File: src/abba_pkg.sv
// Shared types and constants of the aligned bump block allocator.
`default_nettype none

package abba_pkg;

  // Width of the running byte count and its saturation value
  localparam int unsigned USED_W = 28;
  localparam logic [USED_W-1:0] USED_MAX = '1;

  // Block size used when the default register holds zero
  localparam int unsigned FALLBACK_SIZE = 4096;

  // Operation carried by an input word
  typedef enum logic [0:0] {
    OP_ALLOC  = 1'b0,
    OP_REWIND = 1'b1
  } opcode_e;

  // Controller states
  typedef enum logic [0:0] {
    ST_IDLE = 1'b0,
    ST_EXEC = 1'b1
  } ctrl_state_e;

  // Commands from controller to datapath
  typedef struct packed {
    logic capture;  // latch the input word and read the size table
    logic commit;   // update allocator state and load the result register
  } ctrl_cmd_t;

endpackage

`default_nettype wire

File: src/abba_ctrl.sv
// Controller state machine: input acceptance, commit timing and result valid.
`default_nettype none

module abba_ctrl
  import abba_pkg::*;
(
  input  wire logic      clk_i,
  input  wire logic      rst_ni,
  input  wire logic      in_valid_i,
  output logic           in_stall_o,
  output logic           out_valid_o,
  input  wire logic      out_stall_i,
  output ctrl_cmd_t      cmd_o
);

  ctrl_state_e state_q, state_d;
  logic        out_valid_q, out_valid_d;

  // Next state
  always_comb begin
    state_d = state_q;
    unique case (state_q)
      ST_IDLE: begin
        if (in_valid_i) state_d = ST_EXEC;
      end
      ST_EXEC: begin
        if (cmd_o.commit) state_d = ST_IDLE;
      end
    endcase
  end

  // Outputs: commit only once the result register is free or being emptied
  always_comb begin
    in_stall_o     = (state_q != ST_IDLE);
    cmd_o.capture  = (state_q == ST_IDLE) && in_valid_i;
    cmd_o.commit   = (state_q == ST_EXEC) && (!out_valid_q || !out_stall_i);
  end

  // Result valid flag: set on commit, drop when the word is taken
  always_comb begin
    out_valid_d = out_valid_q;
    if (cmd_o.commit) begin
      out_valid_d = 1'b1;
    end else if (!out_stall_i) begin
      out_valid_d = 1'b0;
    end
  end

  always_ff @(posedge clk_i or negedge rst_ni) begin
    if (!rst_ni) begin
      state_q     <= ST_IDLE;
      out_valid_q <= 1'b0;
    end else begin
      state_q     <= state_d;
      out_valid_q <= out_valid_d;
    end
  end

  assign out_valid_o = out_valid_q;

  // A held result is never overwritten by a commit
  a_no_overwrite: assert property (@(posedge clk_i) disable iff (!rst_ni)
    cmd_o.commit |-> !(out_valid_q && out_stall_i))
    else $error("commit while result held");

  // Every commit presents a result on the next cycle
  a_commit_shows: assert property (@(posedge clk_i) disable iff (!rst_ni)
    cmd_o.commit |=> out_valid_o)
    else $error("commit without result");

  // Capture and commit never coincide
  a_cap_commit: assert property (@(posedge clk_i) disable iff (!rst_ni)
    !(cmd_o.capture && cmd_o.commit))
    else $error("capture and commit together");

endmodule

`default_nettype wire

File: src/abba_datapath.sv
// Datapath: block size table, cursor, head, byte counts and result register.
`default_nettype none

module abba_datapath
  import abba_pkg::*;
#(
  parameter int unsigned MAX_BLOCKS = 16,
  parameter int unsigned SIZE_BITS  = 24
) (
  input  wire logic                          clk_i,
  input  wire logic                          rst_ni,
  input  wire ctrl_cmd_t                     cmd_i,
  input  wire logic                          cfg_we_i,
  input  wire logic [SIZE_BITS-1:0]          default_block_size_i,
  input  wire logic                          opcode_i,
  input  wire logic [SIZE_BITS-1:0]          request_bytes_i,
  input  wire logic [3:0]                    align_log2_i,
  output logic [$clog2(MAX_BLOCKS)-1:0]      block_index_o,
  output logic [SIZE_BITS-1:0]               byte_offset_o,
  output logic                               block_appended_o,
  output logic [SIZE_BITS-1:0]               appended_size_o,
  output logic                               table_full_o,
  output logic [USED_W-1:0]                  bytes_used_o
);

  localparam int unsigned IDX_W = $clog2(MAX_BLOCKS);
  localparam int unsigned CNT_W = $clog2(MAX_BLOCKS + 1);
  // Aligned head may pass the block size by up to 2^15 - 1 before the fit check
  localparam int unsigned AL_W  = ((SIZE_BITS > 16) ? SIZE_BITS : 16) + 2;
  localparam int unsigned SUM_W = ((SIZE_BITS > USED_W) ? SIZE_BITS : USED_W) + 1;

  function automatic logic [USED_W-1:0] sat_used(input logic [SUM_W-1:0] v);
    return (v > SUM_W'(USED_MAX)) ? USED_MAX : v[USED_W-1:0];
  endfunction

  function automatic logic [SIZE_BITS-1:0] eff_default(input logic [SIZE_BITS-1:0] v);
    return (v == '0) ? SIZE_BITS'(FALLBACK_SIZE) : v;
  endfunction

  // Size table; entry zero lives in its own register
  logic [SIZE_BITS-1:0] blk_size_q [MAX_BLOCKS];
  logic [SIZE_BITS-1:0] rd_cur_q, rd_nxt_q;

  // Allocator state
  logic [SIZE_BITS-1:0] cfg_q, cfg_d;
  logic [SIZE_BITS-1:0] size0_q, size0_d;
  logic [CNT_W-1:0]     count_q, count_d;
  logic [IDX_W-1:0]     cur_q, cur_d;
  logic [SIZE_BITS-1:0] head_q, head_d;
  logic [USED_W-1:0]    used_q, used_d;
  logic [USED_W-1:0]    total_q, total_d;

  // Captured input word
  opcode_e              op_q;
  logic [SIZE_BITS-1:0] n_q;
  logic [AL_W-1:0]      aligned_q;

  // Result register inputs
  logic [IDX_W-1:0]     res_idx_d;
  logic [SIZE_BITS-1:0] res_off_d;
  logic                 res_app_d;
  logic [SIZE_BITS-1:0] res_asz_d;
  logic                 res_full_d;
  logic [USED_W-1:0]    res_used_d;

  logic [AL_W-1:0]      mask_w;
  logic [AL_W-1:0]      aligned_w;
  logic [SIZE_BITS-1:0] size_cur;
  logic [AL_W-1:0]      end_w;
  logic                 fits;
  logic                 can_move;
  logic                 can_append;
  logic [SIZE_BITS-1:0] dflt;
  logic [SIZE_BITS-1:0] app_size;
  logic [USED_W-1:0]    move_used;
  logic                 mem_we;

  // Round the head up to the requested alignment at capture
  always_comb begin
    mask_w    = (AL_W'(1) << align_log2_i) - AL_W'(1);
    aligned_w = (AL_W'(head_q) + mask_w) & ~mask_w;
  end

  // Capture the input word and read current and next block sizes
  always_ff @(posedge clk_i) begin
    if (cmd_i.capture) begin
      op_q      <= opcode_e'(opcode_i);
      n_q       <= request_bytes_i;
      aligned_q <= aligned_w;
      rd_cur_q  <= blk_size_q[cur_q];
      rd_nxt_q  <= blk_size_q[cur_q + IDX_W'(1)];
    end
    if (mem_we) begin
      blk_size_q[count_q[IDX_W-1:0]] <= app_size;
    end
  end

  // Placement decisions
  always_comb begin
    size_cur   = (cur_q == '0) ? size0_q : rd_cur_q;
    end_w      = aligned_q + AL_W'(n_q);
    fits       = end_w <= AL_W'(size_cur);
    can_move   = ((CNT_W'(cur_q) + CNT_W'(1)) < count_q) && (n_q <= rd_nxt_q);
    can_append = count_q < CNT_W'(MAX_BLOCKS);
    dflt       = eff_default(cfg_q);
    app_size   = (n_q > dflt) ? n_q : dflt;
    move_used  = sat_used(SUM_W'(used_q) + SUM_W'(size_cur));
  end

  // Next state and result
  always_comb begin
    cfg_d      = cfg_q;
    size0_d    = size0_q;
    count_d    = count_q;
    cur_d      = cur_q;
    head_d     = head_q;
    used_d     = used_q;
    total_d    = total_q;
    mem_we     = 1'b0;
    res_idx_d  = cur_q;
    res_off_d  = '0;
    res_app_d  = 1'b0;
    res_asz_d  = '0;
    res_full_d = 1'b0;
    res_used_d = '0;

    // Register write; block zero follows it until the table grows
    if (cfg_we_i) begin
      cfg_d = default_block_size_i;
      if (count_q == CNT_W'(1)) begin
        size0_d = eff_default(default_block_size_i);
        total_d = sat_used(SUM_W'(eff_default(default_block_size_i)));
      end
    end

    if (cmd_i.commit) begin
      priority if (op_q == OP_REWIND) begin
        cur_d     = '0;
        head_d    = '0;
        used_d    = '0;
        res_idx_d = '0;
      end else if (fits) begin
        head_d     = end_w[SIZE_BITS-1:0];
        res_off_d  = aligned_q[SIZE_BITS-1:0];
        res_used_d = sat_used(SUM_W'(used_q) + SUM_W'(end_w[SIZE_BITS-1:0]));
      end else if (can_move) begin
        cur_d      = cur_q + IDX_W'(1);
        head_d     = n_q;
        used_d     = move_used;
        res_idx_d  = cur_q + IDX_W'(1);
        res_used_d = sat_used(SUM_W'(move_used) + SUM_W'(n_q));
      end else if (can_append) begin
        mem_we     = 1'b1;
        cur_d      = count_q[IDX_W-1:0];
        count_d    = count_q + CNT_W'(1);
        head_d     = n_q;
        used_d     = total_q;
        total_d    = sat_used(SUM_W'(total_q) + SUM_W'(app_size));
        res_idx_d  = count_q[IDX_W-1:0];
        res_app_d  = 1'b1;
        res_asz_d  = app_size;
        res_used_d = sat_used(SUM_W'(total_q) + SUM_W'(n_q));
      end else begin
        res_full_d = 1'b1;
        res_used_d = sat_used(SUM_W'(used_q) + SUM_W'(head_q));
      end
    end
  end

  // State registers
  always_ff @(posedge clk_i or negedge rst_ni) begin
    if (!rst_ni) begin
      cfg_q   <= SIZE_BITS'(FALLBACK_SIZE);
      size0_q <= SIZE_BITS'(FALLBACK_SIZE);
      count_q <= CNT_W'(1);
      cur_q   <= '0;
      head_q  <= '0;
      used_q  <= '0;
      total_q <= sat_used(SUM_W'(SIZE_BITS'(FALLBACK_SIZE)));
    end else begin
      cfg_q   <= cfg_d;
      size0_q <= size0_d;
      count_q <= count_d;
      cur_q   <= cur_d;
      head_q  <= head_d;
      used_q  <= used_d;
      total_q <= total_d;
    end
  end

  // Result register
  always_ff @(posedge clk_i) begin
    if (cmd_i.commit) begin
      block_index_o    <= res_idx_d;
      byte_offset_o    <= res_off_d;
      block_appended_o <= res_app_d;
      appended_size_o  <= res_asz_d;
      table_full_o     <= res_full_d;
      bytes_used_o     <= res_used_d;
    end
  end

  // Block count stays within the table
  a_count_range: assert property (@(posedge clk_i) disable iff (!rst_ni)
    (count_q >= CNT_W'(1)) && (count_q <= CNT_W'(MAX_BLOCKS)))
    else $error("block count out of range");

  // Cursor always points at an existing block
  a_cur_exists: assert property (@(posedge clk_i) disable iff (!rst_ni)
    CNT_W'(cur_q) < count_q)
    else $error("cursor beyond last block");

  // A full table leaves the cursor where it was
  a_full_holds: assert property (@(posedge clk_i) disable iff (!rst_ni)
    (cmd_i.commit && (op_q == OP_ALLOC) && !fits && !can_move && !can_append)
      |=> $stable(cur_q) && $stable(count_q))
    else $error("state changed on full table");

endmodule

`default_nettype wire

File: src/aligned_bump_block_allocator.sv
// Words: an accepted word is captured together with its registered block size reads,
//   then committed from EXEC into the result register once the result slot is free;
//   a new word is taken only after that commit, as in_stall_o is high in EXEC.
// A held result does not block the next word; its commit waits for the slot.
// Reset: one block of 4096 bytes, cursor, head and used byte count cleared; table entries
//   beyond block zero are written on append and need no clearing pass.
`default_nettype none

module aligned_bump_block_allocator
  import abba_pkg::*;
#(
  parameter int unsigned MAX_BLOCKS = 16,
  parameter int unsigned SIZE_BITS  = 24
) (
  input  wire logic                          clk_i,
  input  wire logic                          rst_ni,
  input  wire logic                          cfg_we_i,
  input  wire logic [SIZE_BITS-1:0]          default_block_size_i,
  input  wire logic                          in_valid_i,
  output logic                               in_stall_o,
  input  wire logic                          opcode_i,
  input  wire logic [SIZE_BITS-1:0]          request_bytes_i,
  input  wire logic [3:0]                    align_log2_i,
  output logic                               out_valid_o,
  input  wire logic                          out_stall_i,
  output logic [$clog2(MAX_BLOCKS)-1:0]      block_index_o,
  output logic [SIZE_BITS-1:0]               byte_offset_o,
  output logic                               block_appended_o,
  output logic [SIZE_BITS-1:0]               appended_size_o,
  output logic                               table_full_o,
  output logic [USED_W-1:0]                  bytes_used_o
);

  ctrl_cmd_t cmd;

  // Sequencing
  abba_ctrl u_ctrl (
    .clk_i       (clk_i),
    .rst_ni      (rst_ni),
    .in_valid_i  (in_valid_i),
    .in_stall_o  (in_stall_o),
    .out_valid_o (out_valid_o),
    .out_stall_i (out_stall_i),
    .cmd_o       (cmd)
  );

  // Table, cursor and result
  abba_datapath #(
    .MAX_BLOCKS (MAX_BLOCKS),
    .SIZE_BITS  (SIZE_BITS)
  ) u_datapath (
    .clk_i                (clk_i),
    .rst_ni               (rst_ni),
    .cmd_i                (cmd),
    .cfg_we_i             (cfg_we_i),
    .default_block_size_i (default_block_size_i),
    .opcode_i             (opcode_i),
    .request_bytes_i      (request_bytes_i),
    .align_log2_i         (align_log2_i),
    .block_index_o        (block_index_o),
    .byte_offset_o        (byte_offset_o),
    .block_appended_o     (block_appended_o),
    .appended_size_o      (appended_size_o),
    .table_full_o         (table_full_o),
    .bytes_used_o         (bytes_used_o)
  );

endmodule

`default_nettype wire

File: config.mk
export PLATFORM = sky130hd
export DESIGN_NAME = aligned_bump_block_allocator
export DESIGN_NICKNAME = d
export VERILOG_FILES = /design/src/abba_pkg.sv /design/src/abba_ctrl.sv /design/src/abba_datapath.sv /design/src/aligned_bump_block_allocator.sv
export SDC_FILE = /design/constraint.sdc
export NUM_CORES = 2
export LEC_CHECK = 0
export BUFFER_PORTS_ARGS = -buffer_cell sky130_fd_sc_hd__buf_2
export CAP_MARGIN = 20
export CORE_MARGIN = 2
export CORE_UTILIZATION = 59
export CTS_BUF_LIST = sky130_fd_sc_hd__clkbuf_2
export DETAILED_ROUTE_END_ITERATION = 10
export PLACE_DENSITY = 0.79
export SKIP_LAST_GASP = 1
export SYNTH_ARGS = -nofsm -noshare
export SYNTH_HDL_FRONTEND = slang
export SYNTH_SLANG_ARGS = --single-unit
export TNS_END_PERCENT = 20
File: constraint.sdc
create_clock -name clk_i -period 8.25 [get_ports clk_i]
set_clock_uncertainty 0.05 [all_clocks]
set_input_delay 1.65 -clock clk_i [delete_from_list [all_inputs] [get_ports clk_i]]
set_output_delay 1.65 -clock clk_i [all_outputs]
set_load 0.1 [all_outputs]
==> metrics <==
most frequent cells in the layout edfxtp_1, nand2_1, ha_1, clkbuf_2, mux4_2; CP peak stage delay 0.78 ns; post-synth cell types 97; CP Cell Sequence nor4_1, nand4_1, o21bai_1, inv_1, ha_1, a21o_1, a21oi_1, nor2_1, a2111o_1, o21ai_1, buf_4, o21ai_0, nand2_1, ha_1, a21oi_1, o21ai_0, a2111oi_0, o21ai_0, nand4b_1, a311oi_1, a31oi_1, nor2_2, buf_4, o31a_1; Max Slew Vio Count 0; Via density around 6.7; die width 274.2 um; height of the die around 270 um; Post-Syn Area per Cell 12.33 um^2; #FFs+latches synth 704; WP buf/inv 3; WS Path Type register to register; # DRC 0; Remaining Overflow, GRT 0; register area share after synthesis 47.47%; initial antenna violation count 3; Setup violations, final 0; post-synth top area share 39.38%; setup_tns 0 ns; synth warn 0; dpl ws 0.7152 ns; Core ar. between 70,000 and 80,000 um^2; commonest non-fill, non-tap cell in the layout edfxtp_1; GR Layer Usage met3 7.409%; Post-Route WL ~130,000 um; worst min-delay path category input pin to async pin; number of synthesized flops with an enable pin 565; fin crit period slightly below 8 ns; DRT iter0 DRCs 3,706; Max Fclk 127.2 MHz; CTS sink cnt 704; die area ~75,000 um^2; first-pass GRT wire length roughly 190,000 um; CTS HTree Levels 4; crit end category register; First-pass DRT Iterations 8; Mapped Cells ~3,500; RSZ-0062 raised after global routing no; CP top delay family compound AO/OA/AOI/OAI gates; clock buffer depth 3; cts bufs inserted between 150 and 200; Root Driver clkbuf_2; fin nets 4,084; Post-CTS Hold Buffers 0; CP most frequent cell o21ai_0; run status finished, final reports clean; average wire per standard cell 26.27 um; final hold viol count 0; Post-CTS Setup Repair Bufs 0; WP data arrival a little over 9 ns; leak pwr 18.98 nW; worst-skew pair later-pin latency ~1.5 ns; area growth from synthesis to layout 8.675%; CTS tree yes; grt met1 use 45.10%; relative slew slack 17.56%; Top-Level Pins 142; Total GRT Usage 34.07%; share of layout cells above drive strength 1 21.56%; PnR worst setup slack between 0.3 and 0.4 ns; R2R setup slack between 0.3 and 0.4 ns; worst-path fanout max 23; Post-DRT Antenna Nets 0; HPWL Detailed 89,750 um; Worst path slowest cell a2111oi_0; buffers added on ports 141; async set-reset flop share out of synthesis 19.74%; largest area contributor in the netlist edfxtp_1; measured slew at the worst slew-check pin 1.227 ns; largest cells by area after synthesis edfxtp_1, mux4_2, ha_1; Global Route met2 Usage a little over half; mapped cell area roughly 43,000 um^2; clock-pin transition on the worst setup and hold timing paths 0.12 ns; startpoint class of the critical path register; GR peak layer met2; vias in the first global route 32,070; worst vdd ir 0.3607 mV; FP Rows 99; largest net degree at the start of global routing between 100 and 150; Initial Util 59.35%; DR vias 32,480; max-cap violations 0; routability congestion estimate 0.9942; Power per Cell Area 369.4 nW/um^2; total power 17.29 mW; post-cts resize count 0; Final Cycle Share 95.32%; Critical Path RT roughly 9.5 ns; Main synth FF type edfxtp_1
-- cells by family (layout without fill, tap and decap cells) --
| kind of cell | count (synthesis) | count (layout) | share of synthesized area [%] |
|---|---|---|---|
| adders and majority gates | 289 | 289 | 8.533 |
| and+or+nand+nor | 800 | 800 | 8.870 |
| buffers and inverters | 287 | 666 | 2.675 |
| DFF | 704 | 704 | 47.47 |
| muxes | 346 | 346 | 15.12 |
| other | 1 | 9 | 0.008705 |
| xor gates and xnor gates | 161 | 161 | 3.273 |
| AOI/OAI and AO/OA | 906 | 906 | 14.05 |
-- metrics by stage --
stage          cells  hold slack [ns]  util, %  area [um^2]
2_1_floorplan   3498           0.3902        -        43100
5_1_grt         4837           0.1902    64.49        46810
3_5_place_dp    4513           0.4091    62.08        45060
4_1_cts         4832           0.1122    64.38        46730
6_report        4840           0.1507    64.50        46820
3_3_place_gp    4513           0.4039    62.08        45060
-- layer usage --
layer,up-vias,share of wire [%]
li1,14240,-
met1,15790,38
met2,2051,47
met3,399,11
met4,2,5.0
met5,-,0.0094
-- power breakdown --
group | internal, mW | switching (mW) | leakage [nW]
combinational | 3.54 | 6.26 | 10.7
sequential | 4.67 | 0.360 | 7.04
clock | 0.927 | 1.53 | 1.25
total | 9.14 | 8.15 | 19.0
-- registers in the layout (all words and copies together), names as in the netlist --
signal,cells
u_datapath.rd_cur_q,24
u_datapath.bytes_used_o,28
u_datapath.blk_size_q,384
u_datapath.count_q,5
u_datapath.head_q,24
u_datapath.byte_offset_o,24
u_datapath.appended_size_o,24
u_datapath.total_q,28
u_datapath.block_index_o,4
u_datapath.used_q,28
u_datapath.size0_q,24
u_ctrl.in_stall_o,1
u_datapath.table_full_o,1
u_datapath.op_q,1
u_datapath.rd_nxt_q,24
u_datapath.n_q,24
u_datapath.block_appended_o,1
u_datapath.aligned_q,26
u_ctrl.out_valid_o,1
u_datapath.cur_q,4
u_datapath.cfg_q,24
-- cells in the mapped netlist, types with 15 or more instances --
library cell and n:
edfxtp_1 565, nand2_1 285, ha_1 281, mux4_2 240, a21oi_1 205, o21ai_0 182
nor2_1 180, dfrtp_1 135, inv_1 128, xnor2_1 102, a21o_1 98, clkbuf_1 98
mux2i_1 74, and2_1 63, xor2_1 59, o21a_1 55, nand3_1 49, o22ai_1 45
nor3_1 44, nand4_1 36, o211ai_1 36, a211oi_1 30, mux2_2 30, o31ai_1 29
a21boi_0 27, a31oi_1 27, buf_1 25, o2bb2ai_1 25, buf_2 23, o21bai_1 23
and3_1 22, nand2b_1 20, nor4_1 20, nor2b_1 16, or3_1 15
-- path summary, 6_finish.rpt --
kind                                       startpoint                endpoint  cells after the start
min in group clk_i                request_bytes_i[11]      u_datapath.n_q[11]                      1
worst max-delay path              u_datapath.cfg_q[5]  u_datapath.total_q[19]                     24
worst max register to register    u_datapath.cfg_q[5]  u_datapath.total_q[19]                     24
worst min register to register  u_datapath.size0_q[7]   u_datapath.size0_q[7]                      2
worst min-delay path                           rst_ni    u_datapath.head_q[7]                      1
max in group asynchronous                      rst_ni     u_datapath.cur_q[1]                      2
-- area by class of cell --
cell class                      count  area, um^2
Antenna cell                        4       10.01
Clock buffer                      241        1206
Clock inverter                     78       460.4
Fill cell                        5495       25770
Inverter                          131       491.7
Multi-Input combinational cell   2507       21620
Sequential cell                   704       20460
Tap cell                          959        1200
Timing Repair Buffer              216        1373
Note: power is estimated with default switching activity, not from simulation.
